[src/hdl/riff_chunk_tag_finder_core_assert.svh]
// Assertion macros for the RIFF chunk tag finder.
// Included by the top level; defines nothing else and needs no package.
`ifndef RIFF_CHUNK_TAG_FINDER_CORE_ASSERT_SVH
`define RIFF_CHUNK_TAG_FINDER_CORE_ASSERT_SVH
`ifndef SYNTH
// Same-cycle implication, checked outside reset.
`define RCTF_ASSERT_IMP(label, ante, cons) \
  label: assert property (@(posedge clk) disable iff (rst) (ante) |-> (cons)) \
    else $error("rctf assertion failed");
// Next-cycle implication, checked outside reset.
`define RCTF_ASSERT_NXT(label, ante, cons) \
  label: assert property (@(posedge clk) disable iff (rst) (ante) |=> (cons)) \
    else $error("rctf assertion failed");
`else
`define RCTF_ASSERT_IMP(label, ante, cons)
`define RCTF_ASSERT_NXT(label, ante, cons)
`endif
`endif

[src/hdl/rctf_pkg.sv]
// Types and constants of the RIFF chunk tag finder.
// No dependencies; imported by riff_chunk_tag_finder_core.
package rctf_pkg;

  typedef enum logic [2:0] {
    PH_CHECK,
    PH_HEADER,
    PH_FORM,
    PH_SKIP,
    PH_EMIT,
    PH_DONE
  } phase_t;

  typedef enum logic [1:0] {
    KIND_VALUE      = 2'd0,
    KIND_NOT_FOUND  = 2'd1,
    KIND_BAD_HEADER = 2'd2,
    KIND_TRUNCATED  = 2'd3
  } kind_t;

  typedef struct packed {
    kind_t      kind;
    logic [7:0] value;
    logic       last;
  } result_t;

  // Fourcc codes, first character in the low byte.
  localparam logic [31:0] CC_RIFF = 32'h4646_4952;
  localparam logic [31:0] CC_RIFX = 32'h5846_4952;
  localparam logic [31:0] CC_LIST = 32'h5453_494C;

  localparam int unsigned CFG_ADDR_W = 3;
  // Register index, taken from the word address bit.
  localparam logic REG_WANTED_TAG = 1'b0;

  localparam logic [3:0] HDR_FOURCC_BYTES = 4'd4;
  localparam logic [3:0] HDR_BYTES        = 4'd8;
  localparam logic [32:0] FORM_TYPE_BYTES = 33'd4;

endpackage

[src/hdl/riff_chunk_tag_finder_core.sv]
// RIFF chunk tag finder: walks a RIFF byte stream and emits the data of the
// first chunk whose fourcc equals wanted_tag. Depends on rctf_pkg and on the
// assertion macros in riff_chunk_tag_finder_core_assert.svh.
//
// One stream byte is taken per clock cycle while the skid entry is empty;
// each byte is settled by one state update (header byte capture, fourcc
// compares and a 33-bit skip down counter), and any result it causes is
// registered in the output register, or in the one-entry skid stage behind
// it while it is held, so a byte is still accepted while one result waits
// to be taken. A RIFF or LIST header descends into its contents, other chunks
// are skipped (with their pad byte), and the matched chunk yields at most
// MAX_VALUE_BYTES data bytes, the last one flagged by tlast. The tuser kind
// on the master side reports not found, a bad opening fourcc or a value cut
// short by the end of the stream. The tag register must only be written while
// the block is idle.
`include "riff_chunk_tag_finder_core_assert.svh"

module riff_chunk_tag_finder_core #(
  parameter int unsigned MAX_VALUE_BYTES = 1024
) (
  input  logic                             clk,
  input  logic                             rst,
  // Input stream.
  input  logic                             s_axis_tvalid,
  output logic                             s_axis_tready,
  input  logic [7:0]                       s_axis_tdata,  // [7:0] data_byte
  input  logic                             s_axis_tuser,  // [0] stream_start
  input  logic                             s_axis_tlast,  // stream_end
  // Result stream.
  output logic                             m_axis_tvalid,
  input  logic                             m_axis_tready,
  output logic [7:0]                       m_axis_tdata,  // [7:0] value_byte
  output logic [1:0]                       m_axis_tuser,  // [1:0] kind
  output logic                             m_axis_tlast,  // last_of_value
  // Configuration port.
  input  logic                             psel,
  input  logic                             penable,
  input  logic                             pwrite,
  input  logic [rctf_pkg::CFG_ADDR_W-1:0]  paddr,
  input  logic [31:0]                      pwdata,
  output logic [31:0]                      prdata,
  output logic                             pready
);
  import rctf_pkg::*;

  localparam int unsigned EW = $clog2(MAX_VALUE_BYTES + 1);
  localparam logic [31:0] CAP = 32'(MAX_VALUE_BYTES);

  // Registers.
  logic [31:0]   wanted_tag;
  phase_t        phase;
  logic [63:0]   header_shift;
  logic [3:0]    header_byte_count;
  logic [32:0]   bytes_remaining;
  logic [EW-1:0] emit_remaining;
  result_t       out_res;
  result_t       skid_res;
  logic          out_valid;
  logic          skid_valid;

  // Next values.
  phase_t        phase_walk;
  phase_t        phase_next;
  logic [63:0]   header_shift_next;
  logic [3:0]    header_byte_count_next;
  logic [32:0]   bytes_remaining_next;
  logic [EW-1:0] emit_remaining_next;

  // Current state as seen by this byte (a stream start restarts the walk).
  phase_t        ph_cur;
  logic [63:0]   hs_cur;
  logic [3:0]    cnt_cur;
  logic [32:0]   br_cur;
  logic [EW-1:0] er_cur;

  logic          s_fire;
  logic          cfg_write;
  logic [63:0]   hdr_now;
  logic [3:0]    cnt_inc;
  logic [31:0]   cc;
  logic [31:0]   size;
  logic          hdr_done;
  logic          bad_open;
  logic          descend;
  logic          is_match;
  logic [EW-1:0] emit_init;
  logic [32:0]   skip_len;
  logic [32:0]   br_dec;
  logic [EW-1:0] er_dec;
  result_t       res;
  logic          res_valid;
  logic          out_free;

  assign s_fire    = s_axis_tvalid && s_axis_tready;
  assign cfg_write = psel && penable && pwrite && pready;

  // Configuration port.
  assign pready = 1'b1;
  always_comb begin
    prdata = '0;
    if (paddr[2] == REG_WANTED_TAG) begin
      prdata = wanted_tag;
    end
  end

  always_ff @(posedge clk) begin
    if (rst) begin
      wanted_tag <= '0;
    end else if (cfg_write && paddr[2] == REG_WANTED_TAG) begin
      wanted_tag <= pwdata;
    end
  end

  always_comb begin
    ph_cur  = s_axis_tuser ? PH_CHECK : phase;
    hs_cur  = s_axis_tuser ? '0 : header_shift;
    cnt_cur = s_axis_tuser ? '0 : header_byte_count;
    br_cur  = s_axis_tuser ? '0 : bytes_remaining;
    er_cur  = s_axis_tuser ? '0 : emit_remaining;
  end

  // Header byte capture: the incoming byte lands in its slot.
  always_comb begin
    for (int i = 0; i < 8; i++) begin
      hdr_now[8*i +: 8] = (cnt_cur[2:0] == 3'(i)) ? s_axis_tdata : hs_cur[8*i +: 8];
    end
  end

  assign cnt_inc   = cnt_cur + 4'd1;
  assign cc        = hdr_now[31:0];
  assign size      = hdr_now[63:32];
  assign hdr_done  = cnt_inc >= HDR_BYTES;
  assign bad_open  = (ph_cur == PH_CHECK) && (cnt_inc == HDR_FOURCC_BYTES)
                     && (cc != CC_RIFF) && (cc != CC_RIFX);
  assign descend   = (ph_cur == PH_CHECK) || (cc == CC_RIFF) || (cc == CC_LIST);
  assign is_match  = cc == wanted_tag;
  assign emit_init = (size < CAP) ? size[EW-1:0] : CAP[EW-1:0];
  // Odd sizes carry one pad byte.
  assign skip_len  = {1'b0, size} + {32'd0, size[0]};
  assign br_dec    = (br_cur != '0) ? br_cur - 33'd1 : br_cur;
  assign er_dec    = (er_cur != '0) ? er_cur - EW'(1) : er_cur;

  // Next state.
  always_comb begin
    phase_walk             = ph_cur;
    header_shift_next      = hs_cur;
    header_byte_count_next = cnt_cur;
    bytes_remaining_next   = br_cur;
    emit_remaining_next    = er_cur;
    unique case (ph_cur)
      PH_CHECK, PH_HEADER: begin
        header_shift_next      = hdr_now;
        header_byte_count_next = cnt_inc;
        if (bad_open) begin
          phase_walk = PH_DONE;
        end else if (hdr_done) begin
          if (descend) begin
            phase_walk           = PH_FORM;
            bytes_remaining_next = FORM_TYPE_BYTES;
          end else if (is_match) begin
            emit_remaining_next = emit_init;
            phase_walk          = (emit_init == '0) ? PH_DONE : PH_EMIT;
          end else begin
            bytes_remaining_next = skip_len;
            if (skip_len == '0) begin
              phase_walk             = PH_HEADER;
              header_shift_next      = '0;
              header_byte_count_next = '0;
            end else begin
              phase_walk = PH_SKIP;
            end
          end
        end
      end
      PH_FORM, PH_SKIP: begin
        bytes_remaining_next = br_dec;
        if (br_dec == '0) begin
          phase_walk             = PH_HEADER;
          header_shift_next      = '0;
          header_byte_count_next = '0;
        end
      end
      PH_EMIT: begin
        emit_remaining_next = er_dec;
        if (er_dec == '0) begin
          phase_walk = PH_DONE;
        end
      end
      default: begin
        phase_walk = PH_DONE;
      end
    endcase
    phase_next = (s_axis_tlast && phase_walk != PH_DONE) ? PH_DONE : phase_walk;
  end

  // Result of this byte.
  always_comb begin
    res_valid  = 1'b0;
    res.kind   = KIND_VALUE;
    res.value  = '0;
    res.last   = 1'b0;
    unique case (ph_cur)
      PH_CHECK: begin
        if (bad_open) begin
          res_valid = 1'b1;
          res.kind  = KIND_BAD_HEADER;
        end
      end
      PH_EMIT: begin
        res_valid = 1'b1;
        res.value = s_axis_tdata;
        res.last  = er_dec == '0;
      end
      default: begin
        res_valid = 1'b0;
      end
    endcase
    // End of stream before the walk finished replaces any value byte.
    if (s_axis_tlast && phase_walk != PH_DONE) begin
      res_valid = 1'b1;
      res.value = '0;
      res.last  = 1'b0;
      if (phase_walk == PH_EMIT) begin
        res.kind = KIND_TRUNCATED;
      end else if (phase_walk == PH_CHECK && header_byte_count_next < HDR_FOURCC_BYTES) begin
        res.kind = KIND_BAD_HEADER;
      end else begin
        res.kind = KIND_NOT_FOUND;
      end
    end
  end

  always_ff @(posedge clk) begin
    if (rst) begin
      phase             <= PH_CHECK;
      header_shift      <= '0;
      header_byte_count <= '0;
      bytes_remaining   <= '0;
      emit_remaining    <= '0;
    end else if (s_fire) begin
      phase             <= phase_next;
      header_shift      <= header_shift_next;
      header_byte_count <= header_byte_count_next;
      bytes_remaining   <= bytes_remaining_next;
      emit_remaining    <= emit_remaining_next;
    end
  end

  // Output register with a skid entry behind it. The skid entry fills only
  // while the output register holds a transaction that is not taken.
  assign out_free      = !out_valid || m_axis_tready;
  assign s_axis_tready = !skid_valid;

  always_ff @(posedge clk) begin
    if (rst) begin
      out_valid  <= 1'b0;
      skid_valid <= 1'b0;
    end else if (out_free) begin
      out_valid  <= skid_valid || (s_fire && res_valid);
      skid_valid <= 1'b0;
    end else if (s_fire && res_valid) begin
      skid_valid <= 1'b1;
    end
  end

  always_ff @(posedge clk) begin
    if (out_free) begin
      out_res <= skid_valid ? skid_res : res;
    end else if (s_fire && res_valid) begin
      skid_res <= res;
    end
  end

  assign m_axis_tvalid = out_valid;
  assign m_axis_tdata  = out_res.value;
  assign m_axis_tuser  = out_res.kind;
  assign m_axis_tlast  = out_res.last;

  `RCTF_ASSERT_IMP(a_skid_behind_out, skid_valid, out_valid)
  `RCTF_ASSERT_IMP(a_emit_nonzero, phase == PH_EMIT, emit_remaining != '0)
  `RCTF_ASSERT_IMP(a_skip_nonzero, phase == PH_FORM || phase == PH_SKIP,
                   bytes_remaining != '0)
  `RCTF_ASSERT_NXT(a_result_registered, s_fire && res_valid && out_free,
                   out_valid && out_res == $past(res))

endmodule
[config.mk]
export PLATFORM = sky130hd
export DESIGN_NAME = riff_chunk_tag_finder_core
export DESIGN_NICKNAME = d
export VERILOG_FILES = /design/src/hdl/rctf_pkg.sv /design/src/hdl/riff_chunk_tag_finder_core.sv
export VERILOG_INCLUDE_DIRS = /design/src /design/src/hdl
export SDC_FILE = /design/constraint.sdc
export NUM_CORES = 1
export LEC_CHECK = 0
export BUFFER_PORTS_ARGS = -buffer_cell sky130_fd_sc_hd__buf_2
export CAP_MARGIN = 20
export CELL_PAD_IN_SITES_DETAIL_PLACEMENT = 1
export CELL_PAD_IN_SITES_GLOBAL_PLACEMENT = 2
export CORE_ASPECT_RATIO = 1.2
export CORE_MARGIN = 2
export CORE_UTILIZATION = 39
export CTS_CLUSTER_SIZE = 40
export DETAILED_ROUTE_END_ITERATION = 10
export MAX_ROUTING_LAYER = met4
export PLACE_DENSITY = 0.94
export SLEW_MARGIN = 20
export SYNTH_ARGS = -nofsm -noshare
export SYNTH_HDL_FRONTEND = slang
export SYNTH_SLANG_ARGS = --single-unit
[constraint.sdc]
create_clock -name clk -period 7.98 [get_ports clk]
set_input_delay 0.399 -clock clk [delete_from_list [all_inputs] [get_ports clk]]
set_output_delay 0.399 -clock clk [all_outputs]
set_load 0.005 [all_outputs]
==> key figures, run 1 <==
Route
  – Vias: 13700
  – Detail Route met2 WL: 23.8 mm
  – Vias per cell: 6.52
  – DR WL/cell: 23.6 um
  – 1st-iter DRT viols: 1211
  – Max layer used: met4
  – DR WL met3: 2.83 mm
  – DRT Pass-1 Iters: 5
  – Final WL: 49.6 mm
  – DRC errors left: 0
  – ANT nets after route: 0
  – WL met1: 20.6 mm

Setup path
  – Start-to-end type of the worst setup path: reg2reg
  – Startpoint types: register
  – CP top delay family: simple AND/OR/NAND/NOR gates
  – Worst Reg-to-Reg Cells: 15
  – Cell breakdown of the critical path: nor3b_1 -> buf_4 -> mux2i_1 -> nor2_1 -> ha_1 -> nand2_1 -> nor4_1 -> nor2_1 -> xnor2_1 -> or4_1 -> or4_1 -> nor4_4 -> nand3_4 -> and4b_1 -> o2bb2ai_1
  – R2r startpoint: header_byte_count[2]
  – Worst path depth: 15
  – FF-to-FF End: header_shift[30]
  – Crit. End Element: register
  – CP Buf/Inv Count: 1
  – Worst Path Required: 8.33 ns
  – CP max-delay cell: dfxtp_1
  – Max FO, Critical Path: 27
  – Crit path DAT: 6.31 ns
  – Crit path largest cell delay: 0.77 ns
  – Worst reg2reg setup slack: 2.01 ns

Die
  – Core Area: 32300 um2
  – Starting Density: 39.7%
  – # IOs: 98
  – Die Span Y: 203 um
  – Site row count: 72
  – Die Span X: 170 um
  – Die area: 34400 um2

Synthesis
  – Synth area leaders: dfxtp_1 23%, nand2_1 5.4%, nor2_1 5.3%
  – YS warnings: 0
  – Syn Inst Count: 1684
  – Asr flop ratio synth: 0%
  – Top post-synthesis cells by count: 186 x nand2_1, 182 x nor2_1, 149 x dfxtp_1
  – Synth unique cells: 99
  – Synthesized cell area: 12800 um2
  – Yosys top cell area share: 23.2%
  – Yosys reg bits: 171
  – Post-synthesis sequential area ratio: 28.4%
  – Dominant synthesized flop cell: dfxtp_1
  – Most common cell in the synthesized netlist: nand2_1
  – Area leader, netlist: dfxtp_1
  – Syn Area/Cell: 7.62 um2
  – Post-synth EDFFs: 22
  – Synth Net Count: 1741

Global routing
  – Antenna violations before repair: 0
  – Vias in the first global route: 13800
  – Global-route usage over all layers: 29.6%
  – First-pass GRT wire length: 78.1 mm
  – GRT overflow: 0
  – Largest net degree at the start of global routing: 98

Layout
  – ANT cells: 0
  – Area grow syn2layout: 9.31%
  – Share of layout cells above drive strength 1: 11.9%
  – Nets: 1736

Clocking
  – H-tree level count: 4
  – Post-cts sizing count: 0
  – Worst-path clk slew: 0.07 ns
  – Root Driver: clkbuf_16
  – CTS tree: done
  – Post-CTS setup buffers: 0
  – Post-CTS Hold Fix Bufs: 0
  – Longest Clk Path Bufs: 2
  – Clock sink count: 171
  – Worst-Skew Late Latency: 0.47 ns
  – TritonCTS Buffers: 17

Timing
  – Skew final: 0.00967 ns
  – Setup WS post-layout: 2.01 ns
  – Minimum clock period: 5.97 ns
  – Setup Viol. Count Final: 0
  – Worst-Margin Slew: 1.11 ns
  – Slew margin rel.: 25.9%
  – Max-slew violation count: 0
  – Final Hold Fails: 0
  – Fin crit share: 74.8%
  – Final setup TNS: 0 ns
  – RSZ-0062 raised after global routing: no
  – Max Fclk: 168 MHz

Run
  – Max-Cap Viols: 0

Pwr
  – Combinational share of power: 16.6%
  – Switch Pwr: 0.678 mW
  – Sw Ratio: 31.1%
  – Int Pwr: 1.50 mW
  – Max IR drop VDD: 0.148 mV
  – Leak pwr: 4.89 nW
  – Clock power share: 41.6%
  – Seq pwr share: 41.8%
  – Pwr dens: 155 nW/um2

Status
  – Status: finished, final reports clean

Placed design
  – GPL Wtd Cong: 0.930
  – Pre-CTS WS: 2.13 ns
  – Hpwl dp: 35.0 mm
  – IO buf count: 94

Worst hold path
  – Hold WC Path Type: in2reg
  – Hold depth: 3
  – Worst hold path endpoint: wanted_tag[23]
  – Hold Path Origin: pwdata[23]
placed cells by master (no fill, tap or decap), types with 27 or more instances in the layout:
cell type    n
nand2_1    186
xnor2_1     56
nor2b_1     44
a21oi_1    109
inv_1       28
nand2b_1    55
a31oi_1     35
nor3_1      45
o21ai_0     58
nor2_1     180
nand3_1     35
a32oi_1     27
nand4_1     30
dfxtp_1    149
mux2i_1     40
a22oi_1     40
buf_2       92
nor4_1      36
area by class of cell:
class	count	area, um2
well taps	407	509
flip-flops and latches	171	3640
multi-input cells	1344	8520
inverters	31	116
clock buffers	21	470
fillers	4005	18300
clock inverters	11	149
repair buffers	114	626
power by group through the flow:
stage	Clock, mW	Combinational, mW	Sequential (mW)
2_1_floorplan	0	0.247	0.919
3_5_place_dp	0	0.352	0.931
6_report	0.907	0.361	0.911
4_1_cts	0.918	0.355	0.911
5_1_grt	0.950	0.386	0.913
3_3_place_gp	0	0.346	0.929
flip-flops by register name (all words and copies together), names as in the netlist:
| signal | cells |
|---|---|
| bytes_remaining | 33 |
| emit_remaining | 11 |
| header_byte_count | 4 |
| header_shift | 64 |
| m_axis_tdata | 8 |
| m_axis_tlast | 1 |
| m_axis_tuser | 2 |
| m_axis_tvalid | 1 |
| phase | 3 |
| skid_res | 11 |
| skid_valid | 1 |
| wanted_tag | 32 |
tightest hold or removal path, cell delays in order:
cell	delay (ns)
buf_2	0.09
nand2_1	0.05
a21oi_1	0.05
per-layer routing:
layer  global-route usage [%]  up-vias
li1                         -     6284
met1                     35.5     6754
met2                     48.2      511
met3                     4.50      146
met4                     15.2        0
met5                        -        -
how the worst max path moves through the flow:
stage                        to                 start  slack, ns
2_1_floorplan       skid_res[0]          s_axis_tuser       2.36
3_3_place_gp   header_shift[29]  header_byte_count[2]       2.22
3_5_place_dp   header_shift[30]  header_byte_count[2]       2.13
4_1_cts        header_shift[30]  header_byte_count[2]       2.12
5_1_grt        header_shift[25]  header_byte_count[2]       1.86
6_report       header_shift[30]  header_byte_count[2]       2.01
per-stage QoR:
step | util, % | cell area [um2] | hold WS (ns) | total power, mW | std cells
after floorplan | - | 12800 | 0.443 | 1.17 | 1684
after global placement | 41.4 | 13400 | 0.462 | 1.28 | 2066
after detailed placement | 41.4 | 13400 | 0.475 | 1.28 | 2066
after CTS | 43.4 | 14000 | 0.149 | 2.18 | 2098
after global routing | 43.4 | 14000 | 0.167 | 2.25 | 2099
final | 43.4 | 14000 | 0.166 | 2.18 | 2099
logic make-up (layout without fill, tap and decap cells):
kind of cell | count (synthesis) | count (layout) | share of synthesized area (%)
and+or+nand+nor | 729 | 729 | 29.9
AOI/OAI and AO/OA | 484 | 484 | 26.7
DFF | 171 | 171 | 28.4
buffers and inverters | 169 | 177 | 5.40
xor gates and xnor gates | 73 | 73 | 4.98
muxes | 52 | 52 | 4.19
adders and majority gates | 5 | 5 | 0.487
other | 1 | 1 | 0.0292
Power figures use the tool's default switching activity.
==> run 2: changes to the inputs <==
--- a/config.mk
+++ b/config.mk
@@ -12,11 +12,11 @@
 export CELL_PAD_IN_SITES_GLOBAL_PLACEMENT = 2
 export CORE_ASPECT_RATIO = 1.2
 export CORE_MARGIN = 2
-export CORE_UTILIZATION = 39
+export CORE_UTILIZATION = 36
 export CTS_CLUSTER_SIZE = 40
 export DETAILED_ROUTE_END_ITERATION = 10
 export MAX_ROUTING_LAYER = met4
-export PLACE_DENSITY = 0.94
+export PLACE_DENSITY = 0.88
 export SLEW_MARGIN = 20
 export SYNTH_ARGS = -nofsm -noshare
 export SYNTH_HDL_FRONTEND = slang
==> constraint.sdc (replaced) <==
create_clock -name clk -period 6.15 [get_ports clk]
set_input_delay 0.3075 -clock clk [delete_from_list [all_inputs] [get_ports clk]]
set_output_delay 0.3075 -clock clk [all_outputs]
set_load 0.005 [all_outputs]
==> run 2 against run 1 <==
Compared with the run above:
- largest cell class unchanged
- combinational power is 37% higher
- non-clock buffer count up 30
- sequential share of layout area down 0.52 points
- flip-flop and latch count stayed put
- worst setup slack worse by 1.1 ns
- clock-buffer cell count is 3 lower
- sequential power is 30% higher
- via count fell by 0.28%
- utilization shrank 2.6 points
==> key figures, run 2 (synthesis gave the netlist of run 1 again) <==
Die
  – Die Span X: 176 um
  – # IOs: 98
  – Die Span Y: 211 um
  – Die area: 37200 um2
  – Core Area: 35100 um2
  – Site row count: 75
  – Starting Density: 36.6%

Setup path
  – Startpoint types: register
  – Start-to-end type of the worst setup path: reg2reg
  – Crit. End Element: register
  – Worst reg2reg setup slack: 0.90 ns
  – Max FO, Critical Path: 27
  – Worst Path Required: 6.49 ns
  – Crit path DAT: 5.59 ns

Pwr
  – Pwr dens: 195 nW/um2
  – Total power draw: 2.79 mW
  – Max IR drop VDD: 0.137 mV
  – Leak pwr: 5.02 nW

Route
  – 1st-iter DRT viols: 958
  – Vias: 13700
  – DR WL/cell: 23.1 um
  – Final WL: 50.5 mm
  – Vias per cell: 6.25
  – DRC errors left: 0
  – DRT Pass-1 Iters: 7
  – ANT nets after route: 0

Global routing
  – First-pass GRT wire length: 80.1 mm
  – Vias in the first global route: 14000
  – Antenna violations before repair: 0
  – GRT overflow: 0
  – Global-route usage over all layers: 28.1%
  – Largest net degree at the start of global routing: 86

Timing
  – Setup WS post-layout: 0.900 ns
  – Slew margin rel.: 24.9%
  – Max Fclk: 190 MHz
  – Max-slew violation count: 0
  – Final setup TNS: 0 ns
  – Fin crit share: 85.4%
  – Minimum clock period: 5.25 ns
  – Setup Viol. Count Final: 0
  – RSZ-0062 raised after global routing: no
  – Hold_ws: 0.0559 ns
  – Final Hold Fails: 0
  – Skew final: 0.0158 ns
  – Worst-Margin Slew: 1.13 ns

Placed design
  – Post-Place Cell Area: 13700 um2
  – Pre-CTS WS: 0.972 ns
  – Hpwl dp: 36.4 mm
  – Cells after DPL: 2151
  – IO buf count: 94
  – GPL Wtd Cong: 0.937

Layout
  – Cell Count, Final, Fillers Out: 2184
  – Biggest regs: header_shift: 64 flops, bytes_remaining: 33 flops, wanted_tag: 32 flops
  – Largest Register: header_shift
  – Area grow syn2layout: 11.6%
  – Max reg flops: 64
  – Core Util, Final: 40.8%
  – Commonest non-fill, non-tap cells in the layout: 186 x nand2_1, 180 x nor2_1, 149 x dfxtp_1, 109 x a21oi_1, 92 x buf_2
  – Share of layout cells above drive strength 1: 13.5%
  – Fin area: 14300 um2
  – Nets: 1766
  – Commonest non-fill, non-tap cell in the layout: nand2_1
  – ANT cells: 0

Clocking
  – CTS tree: done
  – Post-CTS setup buffers: 0
  – Post-CTS Hold Fix Bufs: 0
  – Worst-path clk slew: 0.08 ns
  – Clock sink count: 171
  – Worst-Skew Late Latency: 0.47 ns
  – Root Driver: clkbuf_16
  – Post-cts sizing count: 0
  – H-tree level count: 4
  – Longest Clk Path Bufs: 2
  – TritonCTS Buffers: 17

Worst hold path
  – Hold WC Path Type: in2reg

Run
  – Max-Cap Viols: 0

Status
  – Status: finished, final reports clean
run 2: changes by cell type in the layout (fill, tap and decap cells not counted), sizes merged:
| cell | delta |
|---|---|
| buf | +29 |
| clkinvlp | +3 |
| bufinv | -2 |
| clkbuf | -2 |
| clkinv | +2 |
run 2: metal layers:
metal	GRT usage, %	up-vias	routed length, um
met1	33.6	6770	21200
met2	47.0	444	24600
met4	12.4	0	1900
met3	3.69	123	2690
li1	-	6319	-
met5	-	-	0
run 2: final timing paths:
check                       startpoint                  end  cells after the start
setup / recovery  header_byte_count[1]     header_shift[25]                     17
hold / removal                     rst        m_axis_tvalid                      2
setup reg to reg  header_byte_count[1]     header_shift[25]                     17
hold reg to reg    bytes_remaining[13]  bytes_remaining[13]                      2
run 2: cell type report:
| class | instances | area (um2) |
|---|---|---|
| clock inverters | 14 | 151 |
| well taps | 462 | 578 |
| clock buffers | 18 | 439 |
| inverters | 31 | 116 |
| multi-input cells | 1344 | 8520 |
| flip-flops and latches | 171 | 3640 |
| fillers | 4331 | 20800 |
| repair buffers | 144 | 873 |
run 2: report_power, final:
part           internal (mW)  switching (mW)  total [mW]
Combinational          0.165           0.330       0.495
Sequential              1.15          0.0248        1.18
Clock                  0.553           0.565        1.12
Total                   1.87           0.920        2.79
run 2: critical path, stage by stage (launching register included):
cell	delay, ns
dfxtp_1	0.30
buf_4	0.19
nor3b_1	0.34
buf_4	0.26
mux2i_1	0.12
nor2_1	0.22
ha_1	0.37
nand2_1	0.11
nor4_1	0.28
buf_4	0.21
nor2_1	0.11
xnor2_1	0.17
or4_1	0.57
or4_1	0.47
nor4_4	0.38
nand3_4	0.42
and4b_1	0.43
o2bb2ai_1	0.17
